`config.mk`:
```
export PLATFORM = sky130hd
export DESIGN_NAME = brwt_alu
export DESIGN_NICKNAME = d
export VERILOG_FILES = /design/src/rtl/brwt_pkg.sv /design/src/rtl/brwt_alu.sv
export SDC_FILE = /design/constraint.sdc
export NUM_CORES = 1
export LEC_CHECK = 0
export BUFFER_PORTS_ARGS = -buffer_cell sky130_fd_sc_hd__buf_2
export CORE_AREA = 8 8 127 129
export DETAILED_ROUTE_END_ITERATION = 16
export DIE_AREA = 0 0 135 137
export PLACE_DENSITY_LB_ADDON = 0.2
export SLEW_MARGIN = 20
export SYNTH_ARGS = -nofsm -noshare
export SYNTH_HDL_FRONTEND = slang
export SYNTH_SLANG_ARGS = --single-unit
```
`constraint.sdc`:
```
create_clock -name vclk -period 5.2
set_input_delay 0.52 -clock vclk [all_inputs]
set_output_delay 0.52 -clock vclk [all_outputs]
set_load 0.03 [all_outputs]
```
`src/rtl/brwt_pkg.sv`:
```
// Package for the block receive window tracker.
// Widths, status codes, register indexes, state and ALU types.
// No dependencies.
package brwt_pkg;

  localparam int MAX_BLOCKS_DEF = 4096;

  localparam int AW     = 32;  // shared ALU width
  localparam int N_W    = 29;  // block count / last index before range check
  localparam int EP_W   = 8;   // epoch tag width in the receive map
  localparam int FID_W  = 31;
  localparam int FSZ_W  = 28;
  localparam int LOG_W  = 5;
  localparam int WIN_W  = 13;
  localparam int IDX_W  = 16;
  localparam int SZ_W   = 17;
  localparam int BS_W   = 17;
  localparam int REM_W  = 13;
  localparam int OFF_W  = 28;
  localparam int DATA_W = 32;
  localparam int ADDR_W = 4;
  localparam int MAX_LOG2 = 16;

  localparam logic [1:0] REG_FILE_ID   = 2'd0;
  localparam logic [1:0] REG_FILE_SIZE = 2'd1;
  localparam logic [1:0] REG_BLK_LOG2  = 2'd2;
  localparam logic [1:0] REG_WINDOW    = 2'd3;

  typedef enum logic [2:0] {
    ST_OK         = 3'd0,
    ST_ACCEPTED   = 3'd1,
    ST_DUP        = 3'd2,
    ST_WRONG_FILE = 3'd3,
    ST_UNEXPECTED = 3'd4,
    ST_RANGE      = 3'd5,
    ST_WRITE_ERR  = 3'd6,
    ST_BAD_CFG    = 3'd7
  } status_t;

  typedef enum logic {
    ALU_ADD,
    ALU_SUB
  } alu_op_t;

  typedef struct packed {
    alu_op_t         op;
    logic [AW-1:0]   a;
    logic [AW-1:0]   b;
  } alu_req_t;

  typedef struct packed {
    logic [AW-1:0] res;
    logic          zero;
    logic          neg;   // borrow on subtract
  } alu_rsp_t;

  typedef struct packed {
    logic [FID_W-1:0] file_id;
    logic [FSZ_W-1:0] file_size;
    logic [LOG_W-1:0] block_size_log2;
    logic [WIN_W-1:0] request_window;
  } cfg_t;

  typedef enum logic [4:0] {
    S_CLEAR,
    S_IDLE,
    S_CNT,
    S_MAXC,
    S_WIN,
    S_WPI,
    S_FID,
    S_PAY,
    S_LAST,
    S_IDX,
    S_REM,
    S_CLM,
    S_WPC,
    S_DECB,
    S_DECW,
    S_MINW,
    S_ADDWP,
    S_FIN,
    S_EMIT
  } seq_state_t;

endpackage

```
`src/rtl/brwt_alu.sv`:
```
// Shared add/subtract unit with zero and borrow flags.
// Depends on brwt_pkg.
module brwt_alu import brwt_pkg::*; (
  input  alu_req_t req,
  output alu_rsp_t rsp
);

  logic [AW:0] sum;

  always_comb begin
    case (req.op)
      ALU_ADD: sum = {1'b0, req.a} + {1'b0, req.b};
      ALU_SUB: sum = {1'b0, req.a} + {1'b0, ~req.b} + (AW+1)'(1);
      default: sum = {1'b0, req.a} + {1'b0, req.b};
    endcase
    rsp.res  = sum[AW-1:0];
    rsp.zero = (sum[AW-1:0] == '0);
    rsp.neg  = (req.op == ALU_SUB) ? !sum[AW] : 1'b0;
  end

endmodule

```
# Word level (Yosys, flattened, before mapping)
# Index checks and enable logic that the tools add are counted.
dict set report word_totals {
  out_inout_bits 34
  word_cells 9
  regBits 0
}
dict set report op_classes {
  n_bitwise 2
  n_reduce_logical 2
  muxes 2
  add_sub_neg 3
}
# operator n
set op_table {}
lappend op_table {{$add A32 B32 Y33} 2}
lappend op_table {{$pmux W33 S2} 1}
lappend op_table {{$add A33 B1 Y33 const B} 1}
lappend op_table {{$logic_not A32 Y1} 1}
lappend op_table {{$not A32 Y32} 1}
lappend op_table {{$logic_not A1 Y1} 1}
lappend op_table {{$mux W1} 1}
lappend op_table {{$not A1 Y1} 1}

# Depth between registers and ports, before layout
# Gate-level depths: netlist of run 1.
dict set report logic_depth {
  ltp_word 6
  ltp_mapped 13
}

# Worst setup path before layout of run 1
# Ideal clock, no wire load.
dict set report synth_timing {
  kind {in2out}
  startpoint {in req[32] (netlist name)}
  endpoint {out rsp[1] (netlist name)}
  n_path_buf 0
  required_ps 4680
  arrival_time_ps 4663
  path_stages 13
  path_slack_ps 17
  cell_sequence {inv_1 -> ha_1 -> fa_1 -> nand2b_1 -> a21oi_2 -> o21ai_1 -> a41oi_4 -> nand4_2 -> or4_1 -> or4_1 -> or4_1 -> or4_1 -> nor4b_2}
}
# item line
set synth_lines {}
lappend synth_lines {{start, declared} brwt_alu.sv:4} ;# input alu_req_t req,
lappend synth_lines {{end, declared} brwt_alu.sv:5} ;# output alu_rsp_t rsp

==> results of run 1 <==
==> what timing repair did <==
action | in CTS | in global routing
setup buffers | 0 | 1
resized for setup | 0 | 8
endpoints found under the setup margin | 0 | 1
==> power by group through the flow <==
| stage | Sequential (mW) | Combinational [mW] | Clock (mW) |
|---|---|---|---|
| after floorplan | 0 | 0.515 | 0 |
| after global placement | 0 | 0.771 | 0 |
| after detailed placement | 0 | 0.767 | 0 |
| after CTS | 0 | 0.771 | 0 |
| after global routing | 0 | 0.843 | 0 |
| final | 0 | 0.778 | 0 |
==> cells in the final DEF (no fill, tap or decap), types with 4 or more instances in the layout <==
| cell | count |
|---|---|
| ha_1 | 61 |
| nor4_1 | 7 |
| o31ai_1 | 12 |
| a21oi_1 | 70 |
| or3_1 | 5 |
| mux2i_1 | 4 |
| o21ai_1 | 5 |
| a22oi_1 | 4 |
| a211oi_1 | 12 |
| xnor2_1 | 20 |
| o211ai_1 | 11 |
| inv_1 | 61 |
| a31oi_1 | 8 |
| o21ai_0 | 46 |
| buf_2 | 98 |
| nand3_1 | 14 |
| nor2b_1 | 12 |
| or4_1 | 8 |
| xor2_1 | 5 |
| nand4_1 | 8 |
| o21bai_1 | 11 |
| o21a_1 | 7 |
| or2_2 | 4 |
| nor3_1 | 16 |
| buf_4 | 34 |
| nor2_1 | 68 |
| a21o_1 | 11 |
| nand2b_1 | 9 |
| nand2_1 | 42 |
==> metrics by stage <==
step	area, sq um	hold WS, ns	total power [mW]	std cells	setup WS (ns)
after global placement	4981	1.457	0.7714	926	0.06834
after floorplan	4175	1.269	0.5152	640	0.01707
final	5011	1.458	0.7781	927	0.1291
after detailed placement	4981	1.462	0.7670	926	0.05998
after global routing	5011	1.471	0.8431	927	0.006013
after CTS	4981	1.463	0.7708	926	0.04075
==> per-layer routing <==
layer  GRT usage  wire [um]  vias to the layer above
met5           0          0                        -
met4     0.05676        578                        0
met3     0.01285        751                       32
met2      0.3058       8074                      163
met1      0.2168       7378                     2451
li1            -          -                     2544
==> area by class of cell <==
type,instances,area (sq um)
timing repair buffer,132,745.7
inverter,63,236.5
multi-input combinational,548,3799
fill,1603,9193
tap,184,230.2
==> worst min path at each step <==
stage | from | end | slack [ns] | depth (start not counted)
6_report | req[0] | rsp[2] | 1.46 | 4
5_1_grt | req[0] | rsp[2] | 1.47 | 4
4_1_cts | req[0] | rsp[2] | 1.46 | 4
3_5_place_dp | req[0] | rsp[2] | 1.46 | 4
3_3_place_gp | req[0] | rsp[2] | 1.46 | 4
2_1_floorplan | req[0] | rsp[2] | 1.27 | 2
==> critical path, cell delays in order <==
cell and delay (ns):
buf_2 0.09, inv_1 0.04, ha_1 0.20, fa_1 0.38
nand2b_1 0.18, a21oi_2 0.16, o21ai_1 0.12, a41oi_4 0.25
nand4_2 0.13, or4_1 0.51, or4_1 0.53, or4_1 0.49
or4_4 0.50, nor4b_2 0.23, buf_4 0.20
==> kinds of logic (layout without fill, tap and decap cells) <==
family / after synthesis / in the layout / share of synthesized area
muxes: 4 / 4 / 0.009590
buffers and inverters: 92 / 195 / 0.09500
AOI/OAI and AO/OA: 243 / 243 / 0.3908
xor gates and xnor gates: 25 / 25 / 0.05244
and+or+nand+nor: 211 / 211 / 0.2538
adders and majority gates: 65 / 65 / 0.1984
==> impl_metrics.tcl, run 1 <==
set metrics [dict create \
    status "completed" \
    setup_tns_ns 0 \
    rows 44 \
    setup_viol 0 \
    seq_area_frac_synth 0 \
    p_sw_frac 0.6528 \
    die_area_sq_mm 0.01850 \
    p_comb_frac 1.000 \
    fin_util 0.3528 \
    areaGrowthSynthToFinish_pct 20.02 \
    worstMarginPinSlew_ns 0.5214 \
    worstPathArrival_ns 4.55 \
    p_clk_frac 0 \
    hold_violations 0 \
    clock_buffers 0 \
    yosysUniqueCellTypes 73 \
    pin_count 99 \
    grt_pass1_wl_um 26590 \
    crit_path_end "rsp[1]" \
    synth_common_cells "70 x a21oi_1, 69 x nor2_1, 63 x ha_1" \
    power_density_mw_per_mm2 155.3 \
    hold_buffers 0 \
    hpwl_um 14310 \
    synth_warnings 0 \
    fin_crit_ns 5.071 \
    firstDrtPassIters 5 \
    seqCellArea_sq_um 0 \
    first_global_vias 5155 \
    syn-instance-count 640 \
    ant_nets 0 \
    drive_gt1_frac 0.2234 \
    diodes 0 \
    antenna_found_initial 0 \
    worst-path-max-fanout 2 \
    power.leakage_nw 2.320 \
    die_w_um 135 \
    startpoint "req[32]" \
    synth_top_cell_area_share 0.1888 \
    vias_per_cell 5.599 \
    syn_area_sq_mm 0.004175 \
    maxSlewViolCount 0 \
    vias 5190 \
    synth_top_area_cell "ha_1" \
    rsz0062_at_grt "false" \
    end_kind "output pin" \
    nNetsFinal 875 \
    switchingPower_uw 507.9 \
    avgSynthCellArea_sq_um 6.524 \
    nFlopsAndLatches 0 \
    slew_headroom 0.6480 \
    wirelength_um 16780 \
    synth_nets 770 \
    grt_max_degree 31 \
    io_buffers 99 \
    start_util 0.2940 \
    ir_drop_uv 83.10 \
    synth.most_common_cell "a21oi_1" \
    max_cap_viol_count 0 \
    die_h_um 137 \
    cp.required_ns 4.68 \
    core_area_sq_mm 0.01420 \
    fmax_ghz 0.1972 \
    power.share.sequential 0 \
    grt_overflow_total 0 \
    synth_area_leaders "ha_1 19%, a21oi_1 8.4%, nor2_1 6.2%" \
    gp_congestion 0.9742 \
    hp-class "in -> out" \
    wl_per_cell_um 18.10 \
    p_int_uw 270.2 \
    drtIter0Drc 363 \
    route.detailed.drc 0 \
    crit_path_start_kind "input port" \
    grt_usage 0.1728 \
    worstSetupPathType "in -> out" \
    finalCritPeriodShare 0.9752 \
]
No activity file was read; power rests on OpenSTA's default activity.
==> run 2: changes to the inputs <==
Settings changed: ABC_AREA from default to 1, CORE_AREA 8 8 127 129 to 8 8 142 144, DIE_AREA 0 0 135 137 to 0 0 150 152.
==> run 2 against run 1 <==
  * Die area rose by 23%
  * Non-clock buffer count fell by 32
  * Critical endpoint unchanged
  * Largest power group unchanged
  * Critical path type unchanged
  * Combinational power barely moved
  * Critical path depth rose by 2
  * First-iteration DRC count rose by 46%
  * Via count rose by 29%
  * Final area rose by 18%
  * Worst hold slack improved by 0.0016 ns
  * Area after synthesis rose by 27%
==> impl_metrics.tcl, run 2 <==
set metrics [dict create \
    ir_drop_uv 78.56 \
    grt_usage 0.1692 \
    hold_violations 0 \
    rsz0062_at_grt "false" \
    areaGrowthSynthToFinish_pct 11.83 \
    synth_common_cells "474 x nand2_1, 238 x inv_1, 100 x nor2_1" \
    pin_count 99 \
    fin_crit_ns 3.618 \
    critPathSlowestCell "inv_1" \
    vias_per_cell 4.696 \
    synth_warnings 0 \
    drive_gt1_frac 0.1016 \
    grt_max_degree 51 \
    crit_chain "buf_2, inv_1, nand3_1, nand2_1, nand2_1, nand2_1, nand2_1, nor2_1, nand2_1, nor2_1, nand3_1, nor2_1, nand2_1, nor2_1, nand2_1, nor2_1, buf_2" \
    route.detailed.drc 0 \
    drtIter0Drc 531 \
    start_util 0.2975 \
    worst-path-max-fanout 25 \
    status "completed" \
    synth.most_common_cell "nand2_1" \
    io_buffers 99 \
    die_h_um 152 \
    cp.required_ns 4.68 \
    grt_overflow_total 0 \
    synth_area_leaders "nand2_1 34%, inv_1 17%, ha_1 15%" \
    met2_usage 0.2961 \
    antenna_found_initial 0 \
    gp_congestion 0.8960 \
    cts_resized 0 \
    slew_headroom 0.2584 \
    top_usage_layer "met2" \
    core_area_sq_mm 0.01778 \
    yosysUniqueCellTypes 33 \
    hold_buffers 0 \
    use_met1 0.2330 \
    die_area_sq_mm 0.02280 \
    finalCritPeriodShare 0.6957 \
    worstMarginPinSlew_ns 1.111 \
    nNetsFinal 1333 \
    seq_area_frac_synth 0 \
    power.leakage_nw 3.847 \
    end_kind "output pin" \
    wirelength_um 19820 \
    worstSetupPathType "in -> out" \
    syn_area_sq_mm 0.005290 \
    critPathMaxStageDelay_ns 0.79 \
    nFlopsAndLatches 0 \
    avgSynthCellArea_sq_um 4.702 \
    clock_buffers 0 \
    power_density_mw_per_mm2 130.9 \
    dp_cells 1430 \
    fmax_ghz 0.2764 \
    post_cts_buffers 0 \
    rows 49 \
    multi_input_area_sq_mm 0.004222 \
    maxSlewViolCount 0 \
    hp-class "in -> out" \
    worstPathArrival_ns 3.10 \
    grt_pass1_wl_um 31940 \
    cp_common_cell "nand2_1" \
    seqCellArea_sq_um 0 \
    diodes 0 \
    synth_top_area_cell "nand2_1" \
    wl_per_cell_um 13.86 \
    crit_path_start_kind "input port" \
    die_w_um 150 \
    final_common_cell "nand2_1" \
    grtUsageMet3 0.007722 \
    syn-instance-count 1125 \
    setup_tns_ns 0 \
    firstDrtPassIters 5 \
    hpwl_um 17480 \
    synth_nets 1255 \
    mostFrequentLayoutCells "474 x nand2_1, 238 x inv_1, 100 x nor2_1" \
    first_global_vias 6466 \
    max_cap_viol_count 0 \
    setup_viol 0 \
    vias 6715 \
    ant_nets 0 \
    fin_cells 1430 \
    synth_top_cell_area_share 0.3363 \
    nFillCells 2200 \
]
-- run 2: cell count changes after synthesis, moves of 12 or more --
cell and change:
a211oi_1 -12, xnor2_1 -20, buf_2 +12, nand2_1 +432
o21ai_0 -35, nand3_1 +69, nand4_1 +20, nor2b_1 -12
a21oi_1 -26, inv_1 +177, clkbuf_1 -18, o31ai_1 -12
nor2_1 +31
-- run 2: layout make-up --
type,count,share of cell area
multi-input cells,860,0.7136
inverters,241,0.1529
repair buffers,100,0.08503
well taps,229,0.04843
-- run 2: report_power, final --
part,switching (mW),internal (mW),total (mW),leakage (nW)
Clock,0,0,0,0
Sequential,0,0,0,0
Combinational,0.547,0.228,0.775,3.85
Total,0.547,0.228,0.775,3.85
-- run 2: cell families after synthesis --
kind of cell | count (synthesis) | synth area share
compound gates | 71 | 0.07403
xor+xnor | 2 | 0.003312
fa+ha+maj | 65 | 0.1566
buf+inv | 265 | 0.2020
simple gates | 722 | 0.5641
-- run 2: final timing paths --
kind / endpoint / from / slack, ns / cells past startpoint
setup / recovery: rsp[1] / req[64] / 1.58 / 17
hold / removal: rsp[0] / req[63] / 1.46 / 4
-- run 2: critical path: cells and delay by family --
kind / cells / cell delay (ns)
buffers and inverters: 3 / 1.10
AND/OR/NAND/NOR: 14 / 1.47
-- run 2: through the flow --
stage          worst slack [ns]  hold WS [ns]  area [sq um]  power [mW]    util
2_1_floorplan             1.973         1.282          5290      0.5523       -
4_1_cts                   1.569         1.465          5916      0.7747  0.3327
3_3_place_gp              1.589         1.470          5916      0.7716  0.3327
6_report                  1.582         1.459          5916      0.7746  0.3327
3_5_place_dp              1.581         1.464          5916      0.7717  0.3327
5_1_grt                   1.290         1.499          5916      0.8694  0.3327
-- run 2: routing by layer --
| layer | vias up | share of wire |
|---|---|---|
| met2 | 167 | 0.47 |
| li1 | 3561 | - |
| met4 | 0 | 0.0052 |
| met1 | 2979 | 0.48 |
| met5 | - | 0 |
| met3 | 8 | 0.046 |
