[src/rtl/brwt_pkg.sv]
// Package for the block receive window tracker.
// Widths, status codes, register indexes, state and ALU types.
// No dependencies.
package brwt_pkg;

  localparam int MAX_BLOCKS_DEF = 4096;

  localparam int AW     = 32;  // shared ALU width
  localparam int N_W    = 29;  // block count / last index before range check
  localparam int EP_W   = 8;   // epoch tag width in the receive map
  localparam int FID_W  = 31;
  localparam int FSZ_W  = 28;
  localparam int LOG_W  = 5;
  localparam int WIN_W  = 13;
  localparam int IDX_W  = 16;
  localparam int SZ_W   = 17;
  localparam int BS_W   = 17;
  localparam int REM_W  = 13;
  localparam int OFF_W  = 28;
  localparam int DATA_W = 32;
  localparam int ADDR_W = 4;
  localparam int MAX_LOG2 = 16;

  localparam logic [1:0] REG_FILE_ID   = 2'd0;
  localparam logic [1:0] REG_FILE_SIZE = 2'd1;
  localparam logic [1:0] REG_BLK_LOG2  = 2'd2;
  localparam logic [1:0] REG_WINDOW    = 2'd3;

  typedef enum logic [2:0] {
    ST_OK         = 3'd0,
    ST_ACCEPTED   = 3'd1,
    ST_DUP        = 3'd2,
    ST_WRONG_FILE = 3'd3,
    ST_UNEXPECTED = 3'd4,
    ST_RANGE      = 3'd5,
    ST_WRITE_ERR  = 3'd6,
    ST_BAD_CFG    = 3'd7
  } status_t;

  typedef enum logic {
    ALU_ADD,
    ALU_SUB
  } alu_op_t;

  typedef struct packed {
    alu_op_t         op;
    logic [AW-1:0]   a;
    logic [AW-1:0]   b;
  } alu_req_t;

  typedef struct packed {
    logic [AW-1:0] res;
    logic          zero;
    logic          neg;   // borrow on subtract
  } alu_rsp_t;

  typedef struct packed {
    logic [FID_W-1:0] file_id;
    logic [FSZ_W-1:0] file_size;
    logic [LOG_W-1:0] block_size_log2;
    logic [WIN_W-1:0] request_window;
  } cfg_t;

  typedef enum logic [4:0] {
    S_CLEAR,
    S_IDLE,
    S_CNT,
    S_MAXC,
    S_WIN,
    S_WPI,
    S_FID,
    S_PAY,
    S_LAST,
    S_IDX,
    S_REM,
    S_CLM,
    S_WPC,
    S_DECB,
    S_DECW,
    S_MINW,
    S_ADDWP,
    S_FIN,
    S_EMIT
  } seq_state_t;

endpackage

[src/rtl/brwt_seq.sv]
// Sequencer: walks each item through the shared ALU, keeps the transfer
// state and the result register. Depends on brwt_pkg.
module brwt_seq import brwt_pkg::*; #(
  parameter int MAX_BLOCKS = MAX_BLOCKS_DEF
) (
  input  logic                          clk,
  input  logic                          rst,
  input  cfg_t                          cfg,
  input  logic                          in_valid,
  output logic                          in_stall,
  input  logic                          mode,
  input  logic [FID_W-1:0]              arrived_file_id,
  input  logic [IDX_W-1:0]              block_index,
  input  logic [SZ_W-1:0]               claimed_size,
  input  logic [SZ_W-1:0]               payload_bytes,
  input  logic                          write_ok,
  output logic                          out_valid,
  input  logic                          out_stall,
  output status_t                       status,
  output logic                          request_more,
  output logic [REM_W-1:0]              remaining,
  output logic [OFF_W-1:0]              write_offset,
  output alu_req_t                      alu_req,
  input  alu_rsp_t                      alu_rsp,
  output logic                          ram_we,
  output logic [$clog2(MAX_BLOCKS)-1:0] ram_waddr,
  output logic [EP_W-1:0]               ram_wdata,
  output logic [$clog2(MAX_BLOCKS)-1:0] ram_raddr,
  input  logic [EP_W-1:0]               ram_rdata
);

  localparam int IW = $clog2(MAX_BLOCKS);
  localparam int BW = $clog2(MAX_BLOCKS + 1);

  seq_state_t state, state_next;

  logic             item_mode;
  logic [FID_W-1:0] item_fid;
  logic [IDX_W-1:0] item_idx;
  logic [SZ_W-1:0]  item_claimed;
  logic [SZ_W-1:0]  item_payload;
  logic             item_wok;

  logic [N_W-1:0]   n_r;
  logic [N_W-1:0]   last_r;
  logic             lt_r;
  logic             eq_r;
  logic [AW-1:0]    rem_r;

  logic [BW-1:0]    blocks_left;
  logic [BW-1:0]    window_left;
  logic [IW-1:0]    window_position;
  logic             active;
  logic [EP_W-1:0]  epoch;
  logic             pend;
  logic [IW-1:0]    clear_addr;

  status_t          res_status;
  logic             res_req;
  logic [OFF_W-1:0] off_r;

  logic [BS_W-1:0]  bs;
  logic [BS_W-1:0]  bs_m1;
  logic             static_bad;
  logic             accept_in;
  logic             out_free;
  logic             wanted;
  logic             clear_last;
  logic [OFF_W-1:0] off_calc;

  assign bs         = BS_W'(1) << cfg.block_size_log2;
  assign bs_m1      = bs - BS_W'(1);
  assign static_bad = (cfg.file_id == '0) || (cfg.file_size == '0) ||
                      (cfg.block_size_log2 == '0) ||
                      (cfg.block_size_log2 > LOG_W'(MAX_LOG2));
  assign in_stall   = (state != S_IDLE);
  assign accept_in  = in_valid && !in_stall;
  assign out_free   = !out_valid || !out_stall;
  assign clear_last = (clear_addr == IW'(MAX_BLOCKS - 1));
  assign off_calc   = OFF_W'(AW'(item_idx) << cfg.block_size_log2);
  // in S_WPC: index within marked windows and not yet received this epoch
  assign wanted     = !alu_rsp.neg && (ram_rdata != epoch);
  assign ram_raddr  = item_idx[IW-1:0];

  always_ff @(posedge clk) begin
    if (rst) begin
      state <= S_CLEAR;
    end else begin
      state <= state_next;
    end
  end

  always_comb begin
    state_next = state;
    alu_req    = '{op: ALU_SUB, a: '0, b: '0};
    ram_we     = 1'b0;
    ram_waddr  = item_idx[IW-1:0];
    ram_wdata  = epoch;
    case (state)
      S_CLEAR: begin
        ram_we    = 1'b1;
        ram_waddr = clear_addr;
        ram_wdata = '0;
        if (clear_last) state_next = pend ? S_EMIT : S_IDLE;
      end
      S_IDLE: begin
        if (accept_in) begin
          if (mode && (!active || blocks_left == '0)) state_next = S_EMIT;
          else state_next = S_CNT;
        end
      end
      S_CNT: begin
        alu_req    = '{op: ALU_ADD, a: AW'(cfg.file_size), b: AW'(bs_m1)};
        state_next = S_MAXC;
      end
      S_MAXC: begin
        alu_req = '{op: ALU_SUB, a: AW'(MAX_BLOCKS), b: AW'(n_r)};
        if (alu_rsp.neg || static_bad) state_next = S_EMIT;
        else state_next = item_mode ? S_FID : S_WIN;
      end
      S_WIN: begin
        alu_req    = '{op: ALU_SUB, a: AW'(n_r), b: AW'(cfg.request_window)};
        state_next = S_WPI;
      end
      S_WPI: begin
        alu_req    = '{op: ALU_SUB, a: AW'(window_left), b: AW'(1)};
        state_next = (epoch == '1) ? S_CLEAR : S_EMIT;
      end
      S_FID: begin
        alu_req    = '{op: ALU_SUB, a: AW'(item_fid), b: AW'(cfg.file_id)};
        state_next = alu_rsp.zero ? S_PAY : S_EMIT;
      end
      S_PAY: begin
        alu_req    = '{op: ALU_SUB, a: AW'(bs), b: AW'(item_payload)};
        state_next = alu_rsp.neg ? S_EMIT : S_LAST;
      end
      S_LAST: begin
        alu_req    = '{op: ALU_SUB, a: AW'(n_r), b: AW'(1)};
        state_next = S_IDX;
      end
      S_IDX: begin
        alu_req    = '{op: ALU_SUB, a: AW'(item_idx), b: AW'(last_r)};
        state_next = S_REM;
      end
      S_REM: begin
        // size of the last block
        alu_req    = '{op: ALU_SUB, a: AW'(cfg.file_size),
                       b: AW'(last_r) << cfg.block_size_log2};
        state_next = S_CLM;
      end
      S_CLM: begin
        alu_req = '{op: ALU_SUB, a: AW'(item_claimed), b: lt_r ? AW'(bs) : rem_r};
        if ((lt_r || eq_r) && alu_rsp.zero) state_next = S_WPC;
        else state_next = S_EMIT;
      end
      S_WPC: begin
        alu_req = '{op: ALU_SUB, a: AW'(window_position), b: AW'(item_idx)};
        if (wanted && item_wok) begin
          ram_we     = 1'b1;
          state_next = S_DECB;
        end else begin
          state_next = S_EMIT;
        end
      end
      S_DECB: begin
        alu_req    = '{op: ALU_SUB, a: AW'(blocks_left), b: AW'(1)};
        state_next = S_DECW;
      end
      S_DECW: begin
        alu_req = '{op: ALU_SUB, a: AW'(window_left), b: AW'(1)};
        if (cfg.request_window != '0 && (window_left == '0 || alu_rsp.zero))
          state_next = S_MINW;
        else
          state_next = S_FIN;
      end
      S_MINW: begin
        alu_req    = '{op: ALU_SUB, a: AW'(blocks_left), b: AW'(cfg.request_window)};
        state_next = S_ADDWP;
      end
      S_ADDWP: begin
        alu_req    = '{op: ALU_ADD, a: AW'(window_position), b: AW'(window_left)};
        state_next = S_FIN;
      end
      S_FIN: begin
        state_next = S_EMIT;
      end
      S_EMIT: begin
        if (out_free) state_next = S_IDLE;
      end
      default: begin
        state_next = S_IDLE;
      end
    endcase
  end

  always_ff @(posedge clk) begin
    if (rst) begin
      active          <= 1'b0;
      blocks_left     <= '0;
      window_left     <= '0;
      window_position <= '0;
      epoch           <= EP_W'(1);
      pend            <= 1'b0;
      clear_addr      <= '0;
      out_valid       <= 1'b0;
    end else begin
      if (out_valid && !out_stall && state != S_EMIT) out_valid <= 1'b0;
      case (state)
        S_CLEAR: begin
          if (clear_last) begin
            clear_addr <= '0;
            epoch      <= EP_W'(1);
          end else begin
            clear_addr <= clear_addr + IW'(1);
          end
        end
        S_IDLE: begin
          if (accept_in) begin
            item_mode    <= mode;
            item_fid     <= arrived_file_id;
            item_idx     <= block_index;
            item_claimed <= claimed_size;
            item_payload <= payload_bytes;
            item_wok     <= write_ok;
            res_status   <= ST_UNEXPECTED;
            res_req      <= 1'b0;
            off_r        <= '0;
          end
        end
        S_CNT: begin
          n_r <= N_W'(alu_rsp.res >> cfg.block_size_log2);
        end
        S_MAXC: begin
          if (alu_rsp.neg || static_bad) begin
            res_status <= ST_BAD_CFG;
            if (!item_mode) begin
              active          <= 1'b0;
              blocks_left     <= '0;
              window_left     <= '0;
              window_position <= '0;
            end
          end
        end
        S_WIN: begin
          blocks_left <= BW'(n_r);
          active      <= 1'b1;
          if (cfg.request_window == '0 || alu_rsp.neg) window_left <= BW'(n_r);
          else window_left <= BW'(cfg.request_window);
        end
        S_WPI: begin
          window_position <= IW'(alu_rsp.res);
          res_status      <= ST_OK;
          res_req         <= 1'b1;
          pend            <= 1'b1;
          if (epoch != '1) epoch <= epoch + EP_W'(1);
        end
        S_FID: begin
          if (!alu_rsp.zero) res_status <= ST_WRONG_FILE;
        end
        S_LAST: begin
          last_r <= N_W'(alu_rsp.res);
        end
        S_IDX: begin
          lt_r <= alu_rsp.neg;
          eq_r <= alu_rsp.zero;
        end
        S_REM: begin
          rem_r <= alu_rsp.res;
        end
        S_CLM: begin
          res_status <= ST_RANGE;
        end
        S_WPC: begin
          if (!wanted) begin
            res_status <= ST_DUP;
          end else begin
            off_r <= off_calc;
            if (!item_wok) res_status <= ST_WRITE_ERR;
          end
        end
        S_DECB: begin
          blocks_left <= BW'(alu_rsp.res);
        end
        S_DECW: begin
          if (window_left != '0) window_left <= BW'(alu_rsp.res);
        end
        S_MINW: begin
          window_left <= alu_rsp.neg ? blocks_left : BW'(cfg.request_window);
        end
        S_ADDWP: begin
          window_position <= IW'(alu_rsp.res);
          res_req         <= (window_left != '0);
        end
        S_FIN: begin
          res_status <= (blocks_left == '0) ? ST_OK : ST_ACCEPTED;
        end
        S_EMIT: begin
          if (out_free) begin
            out_valid    <= 1'b1;
            status       <= res_status;
            request_more <= res_req;
            remaining    <= REM_W'(blocks_left);
            write_offset <= off_r;
            pend         <= 1'b0;
          end
        end
        default: begin
        end
      endcase
    end
  end

  a_window_le_blocks: assert property (@(posedge clk) disable iff (rst)
    state == S_IDLE |-> window_left <= blocks_left)
    else $error("window count exceeds blocks left");

  a_blocks_bounded: assert property (@(posedge clk) disable iff (rst)
    blocks_left <= BW'(MAX_BLOCKS))
    else $error("blocks left above map depth");

  a_epoch_nonzero: assert property (@(posedge clk) disable iff (rst)
    epoch != '0)
    else $error("epoch collides with cleared tag");

  a_accept_leaves_idle: assert property (@(posedge clk) disable iff (rst)
    in_valid && !in_stall |=> state != S_IDLE)
    else $error("accepted item not started");

  a_emit_loads: assert property (@(posedge clk) disable iff (rst)
    state == S_EMIT && out_free |=> out_valid)
    else $error("result not presented");

endmodule

[config.mk]
export PLATFORM = sky130hd
export DESIGN_NAME = brwt_seq
export DESIGN_NICKNAME = d
export VERILOG_FILES = /design/src/rtl/brwt_pkg.sv /design/src/rtl/brwt_seq.sv
export SDC_FILE = /design/constraint.sdc
export NUM_CORES = 1
export LEC_CHECK = 0
export ABC_AREA = 0
export BUFFER_PORTS_ARGS = -buffer_cell sky130_fd_sc_hd__buf_2
export CORE_MARGIN = 2
export CORE_UTILIZATION = 43
export CTS_CLUSTER_SIZE = 24
export DETAILED_ROUTE_END_ITERATION = 7
export SLEW_MARGIN = 20
export SYNTH_ARGS = -nofsm -noshare
export SYNTH_HDL_FRONTEND = slang
export SYNTH_SLANG_ARGS = --single-unit
[constraint.sdc]
create_clock -name clk -period 5.66 [get_ports clk]
set_input_delay 0 -clock clk [delete_from_list [all_inputs] [get_ports clk]]
set_output_delay 0 -clock clk [all_outputs]
set_load 0.01 [all_outputs]
Yosys cells after proc, flatten, opt, wreduce, memory -nomap -nowiden
Cells that the tools add are included.
{"block": "word_totals", "mem_count": 0, "latchBits": 0, "rom_bits": 0, "wordCells": 182, "register_bits": 318, "input_bits": 206, "ram_bits": 0}
{"block": "op_classes", "div": 0, "bitwise": 1, "reduce_logical": 58, "shift": 4, "n_mul": 0, "n_eq_ne": 34, "mux": 54, "addsub": 3, "magnitude_cmp": 1}
{"operator": "case mux 65 bit (14 select lines)", "n": 1}
{"operator": "case mux 5 bit (19 select lines)", "n": 1}
{"operator": "two-way mux 13 bit", "n": 5}
{"operator": "two-way mux 5 bit", "n": 12}
{"operator": "two-way mux 28 bit", "n": 2}
{"operator": "case mux 28 bit (2 select lines)", "n": 1}
{"operator": "case mux 13 bit (4 select lines)", "n": 1}
{"operator": "two-way mux 12 bit", "n": 4}
{"operator": "== test 5 x 4 -> 1 bit (second input constant)", "n": 8}
{"operator": "zero test 13 bit", "n": 3}
{"operator": "case mux 13 bit (3 select lines)", "n": 1}
{"operator": "two-way mux 32 bit", "n": 1}
{"operator": "left shift 29 x 5 -> 32 bit", "n": 1}
{"operator": "right shift 32 x 5 -> 29 bit", "n": 1}
{"operator": "zero test 31 bit", "n": 1}
{"operator": "zero test 28 bit", "n": 1}
{"operator": "left shift 16 x 5 -> 28 bit", "n": 1}
{"operator": "nonzero test 13 bit", "n": 2}
{"operator": "two-way mux 8 bit", "n": 3}
{"operator": "case mux 12 bit (2 select lines)", "n": 1}
{"operator": "AND reduction 3 bit", "n": 8}
{"operator": "case mux 3 bit (7 select lines)", "n": 1}
{"operator": "== test 5 x 3 -> 1 bit (second input constant)", "n": 4}
{"operator": "inequality test 2 bit (second input constant)", "n": 9}
{"operator": "other kinds (34)", "n": 82}

Depth between registers and ports, before layout
{"block": "depth", "ltp_word": 7, "ltp_mapped": 14, "ltp_nobuf": 11}

Worst setup path before layout
Ideal clock, no wire load.
{"block": "synth_path", "path_kind": "flip-flop to flip-flop", "from": "reg state[0]", "to": "reg item_claimed[0] (enable)", "path_buffers": 2, "setup_slack_ns": 0.486, "arrival_ns": 4.649, "t_required_ns": 5.135, "setup_ns": 0.525, "stages_incl_launch_ff": 7, "cell_sequence": "dfxtp_1 buf_4 or3b_1 buf_4 nor2_1 nand2_1 nor2_1"}
{"block": "synth_between", "elab_chain_len": 4, "elab_cells_between_ends": 5, "classes_between": "eq/ne: 2; reduce/logical: 3"}
{"element": "from (decl)", "line_no": "brwt_seq.sv:35", "rtl": "seq_state_t state, state_next;"}
{"element": "from (signal assigned)", "line_no": "brwt_seq.sv:89", "rtl": "state <= state_next;"}
{"element": "inequality test 5 x 1 -> 1 bit", "line_no": "brwt_seq.sv:76", "rtl": "assign in_stall = (state != S_IDLE);"}
{"element": "zero test 1 bit", "line_no": "brwt_seq.sv:77", "rtl": "assign accept_in = in_valid && !in_stall;"}
{"element": "logical AND 1 bit", "line_no": "brwt_seq.sv:77"}
{"element": "AND reduction 3 bit (no source line) *"}
{"element": "to (signal assigned)", "line_no": "brwt_seq.sv:222", "rtl": "item_claimed <= claimed_size;"}
{"element": "to (decl)", "line_no": "brwt_seq.sv:40", "rtl": "logic [SZ_W-1:0] item_claimed;"}
Every way passes the cells marked *; elsewhere a longest branch is shown, timed or not.
A chain may end at the register's enable or synchronous reset.

==> metrics.txt <==
Async SR Flop Fraction=0%; Vias=between 15000 and 20000; DRT iter0 DRCs=between 3000 and 4000; maximum vdd drop=slightly below 0.3 mV; DRT antenna net count=0; CP Capture Type=primary output; maximum clock rate=between 200 and 250 MHz; die area=approximately 0.046 sq mm; met1 Use GR=a little over half; Hold Crit Class=in2reg; Slew Limit Fails=0; pre-CTS setup slack=approximately 1.9 ns; Top Usage Layer GRT=met2; CP delay by family, top=simple AND/OR/NAND/NOR gates; dpl hpwl=around 64000 microns; Final #Nets=between 2000 and 2500; largest net degree at the start of global routing=60; Post-Layout Cell Count=approximately 2900; layout cells sized above 1=25.02%; cell breakdown of the critical path=buf_4 -> nor2b_1 -> nand2_1 -> nor2_1 -> a221oi_1 -> o311ai_0 -> buf_2; top-area cell type share of the netlist area=40.01%; most common library cells after synthesis=nand2_1, edfxtp_1, nor2_1; Hold Crit Depth=3; H-tree levels=2; Mapped Area=about 0.019 sq mm; CP Max Fanout=26; CTS Sinks=roughly 320; core area=between 0.04 and 0.05 sq mm; Post-Place Cells=about 2700; final wirelength=86790 microns; worst hold path endpoint=window_left[11]; delay of the slowest critical-path stage=roughly 1 ns; routability congestion estimate=approximately 0.98; fin crit share=between 70% and 80%; Static Leak=a little over 9 nW; reg2reg end=item_fid[15]; P&R area growth vs syn=24.46%; post-synth top area cell=edfxtp_1; final total negative setup slack=0 ns; share of synthesized area spent on multiplexers=roughly an eighth; Tightest Pin Transition=1.227 ns; Post-Synth Adder-Cell Area=less than 1%; Setup WS post-layout=roughly 1.6 ns; grt met2 use=a little under three fifths; Post-Route Skew=0.03519 ns; overall die height=between 200 and 250 microns; Post-route DRC=0; minimum clock period=4.016 ns; status=finished, final reports clean; initial antenna violation count=2; Rel. slew slack=17.78%; number of placed I/O pins=approximately 350; Power Density=about 250 mW/mm^2; Synthesis Warnings=0; Reg2Reg Depth=5; Synth cell types=90; average cell area after synthesis=slightly above 10 sq um; Simple-Gate Fraction of Synth Area=roughly 16%; # rows=between 70 and 80; largest cells by area after synthesis=edfxtp_1, dfxtp_1, mux2i_1; Post-CTS Resized=0; Max Cap Viol=0; met3 Use GR=9.402%; Syn Nets=between 2000 and 2500; buffer levels on the longest clock path=3; reg2reg setup slack=2.22 ns; die width=213.7 microns; EDFF count, synth=approximately 250; latest clock arrival within the worst-skew pair=0.58 ns; critical path class=reg2out; number of synthesized register bits=318; initial cell density of the core=~44%; Worst path slowest cell=nor2_1; Hold WS=between 0.015 and 0.02 ns; Data arrival, critical path=about 4 ns; total power=~5.9 mW; GRT Resource Usage Total=between 30% and 40%; CTS tree=yes; total gr overflow=0; Reg clk slew, reported paths=roughly 0.070 ns; most frequent cell after synthesis=nand2_1; CP startpoint kind=register; Syn Inst Count=around 1800; combinational family with the most area after synthesis=compound AO/OA/AOI/OAI gates; Synth Area in Compound Gates=roughly 18%; Num CTS Buffers=36; Final Hold Vio Count=0; First-pass DRT Iterations=7; min-delay src=cfg[11]; XOR/XNOR share of the synthesized area=under 10%; IO Port Bufs=between 300 and 400; root buffer selected by CTS=clkbuf_16; first-pass GRT wire length=between 100000 and 150000 microns; crit path buf inv count=2; WL/cell=30.43 microns; unrepaired setup endpoints after global routing=false; Synth Flop Type=edfxtp_1; via/cell ratio=roughly 6.5; critical register-to-register path startpoint=state[0]; Setup Viol. Count Final=0; register area share after synthesis=a little under half; vias in the first global route=17370; Worst EP required=approximately 5.7 ns
metal layers:
layer,part of all wire [%],vias to the layer above
li1,-,7921
met1,40,9052
met2,43,1376
met3,12,207
met4,4.5,0
met5,0,-
logic make-up after synthesis:
group,after synthesis
muxes,173
DFF,318
other,1
buffers and inverters,195
adders and majority gates,3
AOI/OAI and AO/OA,476
xor gates and xnor gates,26
and+or+nand+nor,655
report_power, final:
group          switching, mW  internal [mW]
Combinational          0.375          0.250
Sequential           0.00287           2.51
Clock                   1.02           1.70
Total                   1.40           4.47
layout make-up:
type                            instances  area (sq um)
Fill cell                            3807         19730
Multi-Input combinational cell       1334          9106
Sequential cell                       318          8889
Timing Repair Buffer                  514          3306
Clock buffer                           42         975.9
Tap cell                              585         732.0
Clock inverter                         23         395.4
Inverter                               35         131.4
Antenna cell                            1         2.502
per-stage QoR:
stage                     instance area [sq um]  utilization (%)
final                                     23540            54.40
after CTS                                 23530            54.39
after global placement                    20920            48.35
after global routing                      23540            54.40
after detailed placement                  20940            48.40
after floorplan                           18910                -
registers in the layout, summed over array words and instances (netlist names), 5 cells and up:
signal and cells:
item_idx 16, item_payload 17, last_r 29, item_claimed 17, clear_addr 12, window_left 13
blocks_left 13, n_r 29, item_fid 31, write_offset 28, rem_r 32, remaining 13
window_position 12, epoch 8, state 5, off_r 28
what timing repair did:
| action | in CTS | in global routing |
|---|---|---|
| buffers inserted | 0 | 0 |
| hold buffers | 122 | 0 |
| hold endpoints to repair | 187 | 0 |
cell usage in the layout, fill, tap and decap left out, types with 29 or more instances in the layout:
cell	count
a21oi_1	94
a221oi_1	29
a222oi_1	53
a22oi_1	52
buf_2	348
buf_4	43
clkbuf_16	38
dfxtp_1	66
dlygate4sd3_1	122
edfxtp_1	252
inv_1	32
mux2_2	29
mux2i_1	108
mux4_2	36
nand2_1	268
nand3_1	46
nand4_1	31
nor2_1	126
nor3_1	31
o21ai_0	72
o22ai_1	29
how the worst max path moves through the flow:
stage	depth (start not counted)	end	start	slack [ns]
3_3_place_gp	11	alu_req[10]	cfg[14]	1.82
2_1_floorplan	6	item_claimed[0]	state[0]	0.49
5_1_grt	7	alu_req[25]	state[1]	1.50
3_5_place_dp	11	alu_req[16]	cfg[14]	1.87
6_report	7	alu_req[25]	state[1]	1.64
4_1_cts	7	alu_req[25]	state[1]	1.76
worst reg2reg max path, delay by kind of cell, from the launching register on:
| family | cells | cell delay (ns) |
|---|---|---|
| buf+inv | 1 | 0.59 |
| simple gates | 4 | 1.65 |
| flops | 1 | 0.83 |
(Power assumes the default switching activity.)
